`config.mk`:
```
export PLATFORM = sky130hd
export DESIGN_NAME = depq_grp
export DESIGN_NICKNAME = d
export VERILOG_FILES = /design/src/depq_pkg.sv /design/src/depq_grp.sv
export SDC_FILE = /design/constraint.sdc
export NUM_CORES = 1
export LEC_CHECK = 0
export ABC_AREA = 1
export BUFFER_PORTS_ARGS = -buffer_cell sky130_fd_sc_hd__buf_2
export CAP_MARGIN = 5
export CORE_AREA = 2 2 213 215
export CTS_CLUSTER_SIZE = 20
export DETAILED_ROUTE_END_ITERATION = 10
export DIE_AREA = 0 0 215 217
export SLEW_MARGIN = 10
export SYNTH_ARGS = -nofsm -noshare
export SYNTH_HDL_FRONTEND = slang
export SYNTH_SLANG_ARGS = --single-unit
```
`constraint.sdc`:
```
create_clock -name clk -period 0.9 [get_ports clk]
set_clock_uncertainty 0.05 [all_clocks]
set_input_delay 0.225 -clock clk [delete_from_list [all_inputs] [get_ports clk]]
set_output_delay 0.225 -clock clk [all_outputs]
set_load 0.005 [all_outputs]
```
`src/depq_pkg.sv`:
```
package depq_pkg;

  localparam int VAL_W        = 32;
  localparam int OP_W         = 2;
  localparam int STATUS_W     = 2;
  localparam int COUNT_W      = 8;
  localparam int CAPACITY_DEF = 128;
  localparam int GROUP_DEF    = 16;

  localparam logic [OP_W-1:0] OP_INSERT  = 2'd0;
  localparam logic [OP_W-1:0] OP_DEL_MIN = 2'd1;
  localparam logic [OP_W-1:0] OP_DEL_MAX = 2'd2;

  localparam logic [STATUS_W-1:0] ST_OK        = 2'd0;
  localparam logic [STATUS_W-1:0] ST_OVERFLOW  = 2'd1;
  localparam logic [STATUS_W-1:0] ST_UNDERFLOW = 2'd2;

  typedef logic signed [VAL_W-1:0] val_t;

  // Command broadcast to every cell of the chain in the same cycle.
  typedef struct packed {
    logic ins;
    logic del_min;
    logic del_max;
    val_t v;
  } cmd_t;

  // What a cell shows to its right-hand neighbor.
  typedef struct packed {
    logic lt;
    logic vld;
    val_t val;
  } link_t;

endpackage

```
`src/depq_grp.sv`:
```
module depq_grp #(
  parameter int N = depq_pkg::GROUP_DEF
) (
  input  logic                          clk,
  input  logic                          load,
  input  logic [N-1:0][depq_pkg::VAL_W-1:0] din,
  output logic [depq_pkg::VAL_W-1:0]    dout
);

  logic [depq_pkg::VAL_W-1:0] acc;
  logic [depq_pkg::VAL_W-1:0] or_r;

  // At most one input is nonzero, so an OR picks it out.
  always_comb begin
    acc = '0;
    for (int i = 0; i < N; i++) begin
      acc = acc | din[i];
    end
  end

  always_ff @(posedge clk) begin
    if (load) begin
      or_r <= acc;
    end
  end

  assign dout = or_r;

endmodule

```
# Yosys cells after proc, flatten, opt, wreduce, memory -nomap -nowiden
# Index checks and enable logic that the tools add are counted.
dict set report word_totals {
  inputBits 514
  output_inout_bits 32
  latch_bits 0
  ramBits 0
  n_memories 0
  reg_bits 32
  rom_bits 0
}
dict set report op_classes {
  div_mod_pow 0
  n_eq_ne 0
  add_sub_neg 0
  shifts 0
  n_mux 0
  n_mul 0
  n_lt_le_gt_ge 0
  reduce_logical 0
  n_bitwise 15
}
# operator n
set ops {}
lappend ops {{$or A32 B32 Y32} 15}

# Longest topological paths before layout
dict set report depth {
  word_depth 15
  depth_mapped 4
}

# Worst setup path after synthesis
# OpenSTA, ideal clock, no wires.
dict set report synth_path {
  path_type {input-to-reg}
  start {in din[448] (netlist name)}
  end {reg or_r (netlist bit dout[0]), data pin}
  setup_ps 254
  t_required_ps 596
  arrival_time_ps 487
  slack_ps 109
  path_stages 4
  cell_sequence {nor2_1 nand2_1 nor2_1 nand2_1}
}
dict set report synth_between {
  elab_chain_cells 2
}
# element line_no
set synth_rtl {}
lappend synth_rtl {{from (decl)} depq_grp.sv:6} ;# input logic [N-1:0][depq_pkg::VAL_W-1:0] din,
lappend synth_rtl {{$or A32 B32 Y32 (2 in series)} depq_grp.sv:17} ;# acc = acc | din[i];
lappend synth_rtl {{named net acc (one bit)} depq_grp.sv:10} ;# logic [depq_pkg::VAL_W-1:0] acc;
lappend synth_rtl {{to (signal assigned)} depq_grp.sv:23} ;# or_r <= acc;
lappend synth_rtl {{to (decl)} depq_grp.sv:11} ;# logic [depq_pkg::VAL_W-1:0] or_r;
# The timed path passes the listed nets, and every way through them passes these cells.
# A chain may end at the register's enable or synchronous reset.

# Worst setup path in the final report
dict set report layout_path {
  start {reg or_r (netlist bit dout[30])}
  end {out dout[30] (netlist name)}
}
# element line_no
set layout_lines {}
lappend layout_lines {{to (decl)} depq_grp.sv:7} ;# output logic [depq_pkg::VAL_W-1:0] dout
# No word-level cell between the ends.

==> results.txt <==
WS Path Type - reg -> out
Clock Tree Buf Depth - 2
Maximum vdd ir drop - 0.000504 V
WL per Instance - 12.5 um
CTS tree - built
Cell area after synthesis - 0.00276 mm^2
Internal Power - 0.00373 W
Max Cap Viol - 0
CP Capture Type - output pin
Worst setup path start - dout[30]
Critical path arrival - 0.89 ns
NumNets Final - 1584
Synth warn - 0
Width of the die - 215 um
Die Height - 217 um
P_leak - 3.21 nW
Starting Density - 0.0618
Critical path depth - 1
Gr usage total - 0.0854
Max-slew violations - 0
Hold path cells - 5
Crit start category - flop
Post-Syn Area per Cell - 5.40 um^2
Crit path to - dout[30]
Largest net degree at the start of global routing - 17
Detail Route Antenna Nets - 0
Via count - 5105
Sequential fraction of the synthesis area - 0.348
Router iterations before antenna repair - 4
Period utilization - 1.29
Post-cts hold buffer count - 0
Sw Share - 0.291
Clk root buf - clkbuf_16
Crit-path leading delay family - flip-flops
Tmin final - 1.16 ns
Fmax achieved - 859 MHz
First-pass GRT wire length - 27900 um
Clk slew on worst S/H paths - 0.06 ns
Post-Route WL - 21000 um
Initial antenna violation count - 13
Largest register FFs - 32
Synth Net Count - 1026
Post-CTS Setup Bufs - 0
Setup TNS Final - -6.73 ns
Synth cell types - 3
GPL Wtd Cong - 0.856
CTS buffer count - 5
Area grow syn2layout - 135%
Final core occ - 0.145
CTS H-tree depth - 2
Setup Viol. Count Final - 32
Fraction of layout cells with a size suffix above 1 - 0.520
HPWL after detailed placement - 19000 um
Iter 0 DRT Violations - 174
Clock Power Share - 0.347
HP Class - in -> reg
Unrepaired setup endpoints after global routing - yes
CTS sink cnt - 32
Core Area - 0.0447 mm^2
Worst setup margin - -0.265 ns
Total gr overflow - 0
Comb pwr share - 0.322
P_sw - 0.00153 W
Reg power frac - 0.330
Boundary Pins - 546
Failing checks - negative setup slack
Slew HR - 0.794
DR vias/cell - 3.05
Final Hold Vio Count - 0
Req. time, crit path - 0.62 ns
CP max stage delay - 0.43 ns
Residual DRC - 0
Crit-path max FO - 1
Cell row count - 78
Vias in the first global route - 5030
Critical path's slowest cell - edfxtp_1
Cells after DPL - 1663
IO Port Bufs - 545
Post-Layout Cell Count - 1676
Bufs and invs on worst path - 1
Synthesized instance count - 512
Crit-path cells - buf_6
Register bit total from synthesis - 32
Tightest Pin Transition - 0.308 ns
PD cells - 810 mW/mm^2
Status - finished with violations
Die ar. - 0.0467 mm^2
[power by group through the flow]
stage,clock (W),sequential [W],combinational [W]
final,0.00183,0.00174,0.00170
after global routing,0.00205,0.00175,0.00190
after CTS,0.00207,0.00174,0.00172
after detailed placement,0,0.00177,0.00170
after global placement,0,0.00177,0.00169
after floorplan,0,0.00177,0.000323
[per-layer routing]
layer / up-vias / GRT usage / wire, um
li1: 2691 / - / -
met3: 44 / 0.0282 / 2190
met1: 1995 / 0.0849 / 7510
met5: - / 0 / 22
met2: 371 / 0.155 / 10400
met4: 4 / 0.0508 / 832
[how the worst min path moves through the flow]
stage,startpoint,to,slack [ns]
global route,din[227],dout[3],0.19
detailed placement,din[179],dout[19],0.51
global placement,din[15],dout[15],0.51
floorplan,load,dout[0],0.29
finish,din[300],dout[12],0.19
CTS,din[15],dout[15],0.15
[kinds of logic after synthesis]
| family | after synthesis | synth area share |
|---|---|---|
| AND/OR/NAND/NOR | 480 | 0.652 |
| flip-flops | 32 | 0.348 |
[cell usage in the layout (no fill, tap or decap)]
cell type,n
buf_2,538
nand2_1,160
diode_2,6
nor2_1,320
buf_12,2
clkinv_1,2
edfxtp_1,32
clkbuf_16,5
buf_6,7
buf_4,4
[timing repair]
action / 4_1_cts / 5_1_grt
gates resized for setup: 11 / 2
endpoints found under the setup margin: 32 / 32
pin swaps: 0 / 0
[area by class of cell]
cell class	instances	area, um^2
Antenna cell	6	15.0
Clock buffer	5	125
Clock inverter	2	7.51
Fill cell	5303	38200
Multi-Input combinational cell	480	1800
Sequential cell	32	961
Tap cell	600	751
Timing Repair Buffer	551	2840
[cell usage after synthesis]
| cell type | instances | share of area |
|---|---|---|
| nand2_1 | 160 | 0.22 |
| nor2_1 | 320 | 0.43 |
| edfxtp_1 | 32 | 0.35 |
[metrics by stage]
stage               cell area [um^2]  total power, W  hold slack [ns]  setup WS [ns]
floorplan                       2760         0.00210            0.287          0.109
global placement                6310         0.00346            0.508         -0.281
detailed placement              6310         0.00347            0.507         -0.274
CTS                             6480         0.00553            0.152         -0.341
global route                    6500         0.00570            0.188         -0.326
finish                          6500         0.00527            0.187         -0.265
Note: power is estimated with default switching activity, not from simulation.
