===== config.mk =====
export PLATFORM = sky130hd
export DESIGN_NAME = depq_cell
export DESIGN_NICKNAME = d
export VERILOG_FILES = /design/src/depq_pkg.sv /design/src/depq_cell.sv
export SDC_FILE = /design/constraint.sdc
export NUM_CORES = 1
export LEC_CHECK = 0
export BUFFER_PORTS_ARGS = -buffer_cell sky130_fd_sc_hd__buf_2
export CAP_MARGIN = 20
export CELL_PAD_IN_SITES_DETAIL_PLACEMENT = 0
export CELL_PAD_IN_SITES_GLOBAL_PLACEMENT = 1
export CORE_MARGIN = 2
export CORE_UTILIZATION = 30
export DETAILED_ROUTE_END_ITERATION = 12
export PLACE_DENSITY = 0.85
export RECOVER_POWER = 50
export SETUP_SLACK_MARGIN = 0.05
export SYNTH_ARGS = -nofsm -noshare
export SYNTH_HDL_FRONTEND = slang
export SYNTH_SLANG_ARGS = --single-unit

===== constraint.sdc =====
create_clock -name clk -period 3.8 [get_ports clk]
set_clock_uncertainty 0.1 [all_clocks]
set_input_delay 0.38 -clock clk [delete_from_list [all_inputs] [get_ports clk]]
set_output_delay 0.38 -clock clk [all_outputs]
set_load 0.01 [all_outputs]

===== src/depq_pkg.sv =====
package depq_pkg;

  localparam int VAL_W        = 32;
  localparam int OP_W         = 2;
  localparam int STATUS_W     = 2;
  localparam int COUNT_W      = 8;
  localparam int CAPACITY_DEF = 128;
  localparam int GROUP_DEF    = 16;

  localparam logic [OP_W-1:0] OP_INSERT  = 2'd0;
  localparam logic [OP_W-1:0] OP_DEL_MIN = 2'd1;
  localparam logic [OP_W-1:0] OP_DEL_MAX = 2'd2;

  localparam logic [STATUS_W-1:0] ST_OK        = 2'd0;
  localparam logic [STATUS_W-1:0] ST_OVERFLOW  = 2'd1;
  localparam logic [STATUS_W-1:0] ST_UNDERFLOW = 2'd2;

  typedef logic signed [VAL_W-1:0] val_t;

  // Command broadcast to every cell of the chain in the same cycle.
  typedef struct packed {
    logic ins;
    logic del_min;
    logic del_max;
    val_t v;
  } cmd_t;

  // What a cell shows to its right-hand neighbor.
  typedef struct packed {
    logic lt;
    logic vld;
    val_t val;
  } link_t;

endpackage


===== src/depq_cell.sv =====
module depq_cell (
  input  logic                 clk,
  input  logic                 rst_n,
  input  depq_pkg::cmd_t       cmd,
  input  depq_pkg::link_t      left,
  input  logic                 right_vld,
  input  depq_pkg::val_t       right_val,
  output depq_pkg::link_t      self,
  output depq_pkg::val_t       top_val
);

  logic           vld_r, vld_nxt;
  depq_pkg::val_t val_r, val_nxt;
  logic           lt;
  logic           is_top;

  // Chain is kept ascending; empty cells count as larger than anything.
  assign lt     = !vld_r || (cmd.v < val_r);
  assign is_top = vld_r && !right_vld;

  always_comb begin
    vld_nxt = vld_r;
    val_nxt = val_r;
    if (cmd.ins && lt) begin
      if (left.lt) begin
        // shift up: take the left neighbor's word
        vld_nxt = left.vld;
        val_nxt = left.val;
      end else begin
        vld_nxt = 1'b1;
        val_nxt = cmd.v;
      end
    end else if (cmd.del_min) begin
      vld_nxt = right_vld;
      val_nxt = right_val;
    end else if (cmd.del_max && is_top) begin
      vld_nxt = 1'b0;
    end
  end

  always_ff @(posedge clk) begin
    if (!rst_n) begin
      vld_r <= 1'b0;
    end else begin
      vld_r <= vld_nxt;
    end
  end

  always_ff @(posedge clk) begin
    val_r <= val_nxt;
  end

  assign self    = '{lt: lt, vld: vld_r, val: val_r};
  assign top_val = is_top ? val_r : '0;

endmodule


; Yosys cells after proc, flatten, opt, wreduce, memory -nomap -nowiden
; Cells that the tools add are included.
[op_classes]
n_reduce_logical = 8
order_cmp = 1
n_mux = 8
[op_table]
columns = operator, count
row1 = 32-bit 2-to-1 mux, 4
row2 = 32-bit < comparator, 1
row3 = 1-bit 2-to-1 mux, 4
row4 = 1-bit logical AND, 3
row5 = 3-bit nonzero test, 1
row6 = 1-bit zero test, 2
row7 = 2-bit nonzero test, 1
row8 = 1-bit logical OR, 1
[word_totals]
word_cells = 19
out_inout_bits = 66
ff_bits = 33
in_bits = 104

; Longest topological paths before layout
[logic_depth]
depth_word = 6
ltp_mapped = 9
mapped_depth_nobuf = 8

; Least setup slack after synthesis
; No wires, ideal clock.
[synth_timing]
path_kind = register -> register
from = register val_r[30]
to = register val_r[0], enable pin
n_path_buf = 1
period_less_slack_ps = 3077
path_stages_with_launch = 10
arrival_ps = 2602
t_required_ps = 3325
path_slack_ps = 723
setup_ps = 375
path_cell_list = edfxtp_1 -> inv_1 -> ha_1 -> a21oi_1 -> nand2_1 -> a221oi_1 -> nand3_1 -> o311ai_4 -> buf_6 -> or2_2
[synth_between]
elab_chain_cells = 4
[synth_rtl]
columns = element, line
row1 = from (decl), depq_cell.sv:13  ; depq_pkg::val_t val_r, val_nxt;
row2 = from (signal assigned), depq_cell.sv:50  ; val_r <= val_nxt;
row3 = 32-bit < comparator, depq_cell.sv:18  ; assign lt = !vld_r || (cmd.v < val_r);
row4 = 1-bit logical OR, depq_cell.sv:18
row5 = 1-bit logical AND, depq_cell.sv:24  ; if (cmd.ins && lt) begin
row6 = 2-bit nonzero test (no line), n/a
; Every way passes these cells.
; A chain may end at the register's enable or synchronous reset.

; Worst setup path after layout
[layout_timing]
from = register val_r[11]
to = register val_r[17], enable pin
; The elaborated chain is that of the path after synthesis.

==> impl_metrics.env <==
export IMPL_viasPerCell=4.52
export IMPL_rr_startpoint="val_r[11]$_DFFE_PP_"
export IMPL_slew_headroom_pct=26.1
export IMPL_layout_drive_gt1_share_pct=44.4
export IMPL_n_fill_cell=963
export IMPL_outcome="complete, no violations"
export IMPL_vias=2567
export IMPL_syn_inst=270
export IMPL_pwr_density_cell_nw_per_um2=425
export IMPL_cts_setup_buffers=0
export IMPL_required_ns=3.67
export IMPL_hold_worst_slack_ns=0.274
export IMPL_finalNonFillerCells=568
export IMPL_die_y_um=102
export IMPL_min_period_ns=3.08
export IMPL_synth_seq_cells=33
export IMPL_numCtsBuffers=5
export IMPL_hp_start="rst_n"
export IMPL_ir_worst_vdd_mv=0.145
export IMPL_clk_pin_slew_ns=0.07
export IMPL_area_delta_synth_final_pct=33.9
export IMPL_core_area_um2=9280
export IMPL_route_detailed_drc=0
export IMPL_clock_sinks=33
export IMPL_fp_dieW_um=102
export IMPL_synth_simple_area_share_pct=13.5
export IMPL_synth_top_family_by_area="multiplexers"
export IMPL_grt_pass1_wl_mm=12.3
export IMPL_synth_seq_area_share_pct=34.0
export IMPL_syn_num_nets=405
export IMPL_grt_max_degree=34
export IMPL_grt_ovfl_total=0
export IMPL_drv_slew=0
export IMPL_period_share_pct=81.1
export IMPL_worstSkewPairLatency_ns=0.28
export IMPL_dieArea_um2=10400
export IMPL_cts_tree="done"
export IMPL_grtUsageTotal_pct=14.9
export IMPL_ios=170
export IMPL_p_leak_nw=1.81
export IMPL_worstPathArrival_ns=2.95
export IMPL_synthXorXnorAreaFrac_pct=0
export IMPL_hp_class="input port to flip-flop"
export IMPL_synth_compound_area_share_pct=6.68
export IMPL_ys_types=33
export IMPL_rows=35
export IMPL_crit_type="flip-flop to flip-flop"
export IMPL_start_util_pct=31.1
export IMPL_max_freq_ghz=0.324
export IMPL_final_hold_viol_count=0
export IMPL_muxShareOfSynthArea_pct=25.5
export IMPL_crit_fanout=19
export IMPL_root_buffer="clkbuf_8"
export IMPL_routedLengthMet1_mm=3.51
export IMPL_synth_area_um2=2890
export IMPL_routabilityCongestion=0.734
export IMPL_start_kind="flip-flop"
export IMPL_endpoint_kind="flip-flop"
export IMPL_crit_path_start="val_r[11]$_DFFE_PP_"
export IMPL_grt_pass1_vias=2536
export IMPL_drt_pre_antenna_iters=4
export IMPL_clockBufferDepth=2
export IMPL_setup_violations_final=0
export IMPL_drt_total_wl_mm=7.94
export IMPL_utilization_pct=41.6
export IMPL_worst_pin_slew_ns=1.11
export IMPL_hpwlAfterDp_mm=6.45
export IMPL_yosys_warnings=0
export IMPL_antenna_found_initial=0
export IMPL_num_antenna_cells=0
export IMPL_cts_repair_resized=0
export IMPL_place_inst=560
export IMPL_ant_nets=0
export IMPL_grt_setup_unrepaired="false"
export IMPL_portBuffers=169
export IMPL_wl_met2_mm=3.85
export IMPL_nets=574
export IMPL_drv_cap=0
export IMPL_dr_first_iter_drc_count=63
export IMPL_synthAdderAreaFrac_pct=13.4
export IMPL_timing_setup_tns_ns=0
export IMPL_cts_hold_buf=0
export IMPL_post_drt_wl_per_cell_um=14.0
export IMPL_htreeDepth=2
export IMPL_dr_max_layer_used="met4"
export IMPL_syn_area_per_cell_um2=10.7
export IMPL_wl_met3_um=526
[layout make-up]
type                       instances  area, um^2  share of cell area [%]
multi-input combinational        192        1710                    44.1
sequential                        33         981                    25.4
timing repair buffer             174         816                    21.1
tap                              129         161                    4.18
inverter                          33         124                    3.21
clock buffer                       6        72.6                    1.88
clock inverter                     1        3.75                  0.0972
[worst paths after layout]
| kind | endpoint | depth (start not counted) | slack [ns] |
|---|---|---|---|
| setup / recovery | val_r[17]$_DFFE_PP_ | 10 | 0.72 |
| hold / removal | vld_r$_SDFFE_PN0P_ | 3 | 0.27 |
| setup reg to reg | val_r[17]$_DFFE_PP_ | 10 | 0.72 |
| hold reg to reg | vld_r$_SDFFE_PN0P_ | 3 | 0.66 |
[through the flow]
step	instance area, um^2	total power [mW]	worst slack [ns]
after floorplan	2890	1.14	0.723
after global placement	3850	1.42	0.613
after detailed placement	3850	1.44	0.575
after CTS	3930	1.70	0.649
after global routing	3860	1.79	0.407
final	3860	1.64	0.718
[layer usage]
layer	track usage, %	vias up
met1	19.6	1161
li1	-	1302
met5	0	-
met3	2.80	4
met2	25.8	100
met4	3.08	0
[synthesized netlist by cell type]
library cell	n	area, um^2
nand4_1	6	37.5
or3_1	1	6.26
a311o_1	1	10.0
nor4_1	1	6.26
a32oi_1	1	8.76
a21oi_1	13	65.1
inv_1	33	124
o311ai_4	1	26.3
buf_6	3	33.8
o21ai_0	6	30.0
o21a_1	1	7.51
clkbuf_1	7	26.3
and2_1	32	200
nand2b_1	3	18.8
dfxtp_1	1	20.0
mux2_2	63	709
or2_2	1	6.26
edfxtp_1	32	961
nand2b_4	1	13.8
nand2_1	10	37.5
ha_1	31	388
or4_1	1	7.51
o211ai_1	1	7.51
buf_4	2	15.0
a221oi_1	2	17.5
a21oi_2	1	8.76
nor2_1	4	15.0
nand3_1	4	20.0
mux2i_1	1	10.0
nor2b_1	1	6.26
nor3_1	3	15.0
a2111o_1	1	11.3
mux2_4	1	15.0
[kinds of logic (layout without fill, tap and decap cells)]
group / after synthesis / after routing
and+or+nand+nor: 68 / 68
muxes: 65 / 65
buffers and inverters: 45 / 214
DFF: 33 / 33
adders and majority gates: 31 / 31
AOI/OAI and AO/OA: 28 / 28
[flip-flops by register name, indices dropped and copies added (netlist names)]
name and flops:
vld_r 1, val_r 32
[placed cells by master (no fill, tap or decap), drive strengths merged, types with 2 or more instances in the layout]
| cell type | synthesis | routed |
|---|---|---|
| a221oi | 2 | 2 |
| and2 | 32 | 32 |
| nand3 | 4 | 4 |
| ha | 31 | 31 |
| inv | 33 | 33 |
| buf | 5 | 122 |
| a21oi | 14 | 14 |
| nand4 | 6 | 6 |
| nand2b | 4 | 4 |
| clkbuf | 7 | 58 |
| edfxtp | 32 | 32 |
| nand2 | 10 | 10 |
| nor2 | 4 | 4 |
| mux2 | 64 | 64 |
| nor3 | 3 | 3 |
| o21ai | 6 | 6 |
[critical path: stages, from the launching register on]
cell and delay [ns]:
edfxtp_1 0.42, inv_1 0.08, ha_1 0.25, a21oi_1 0.15, o21ai_0 0.12, a221oi_1 0.44, a21oi_2 0.15, o311ai_4 0.29
buf_4 0.33, or2_2 0.17, buf_4 0.26
[report_power, final]
part | total, mW | switching [mW] | internal [mW]
Combinational | 0.775 | 0.414 | 0.361
Clock | 0.254 | 0.130 | 0.124
Sequential | 0.615 | 0.0777 | 0.537
Power figures use the tool's default switching activity.
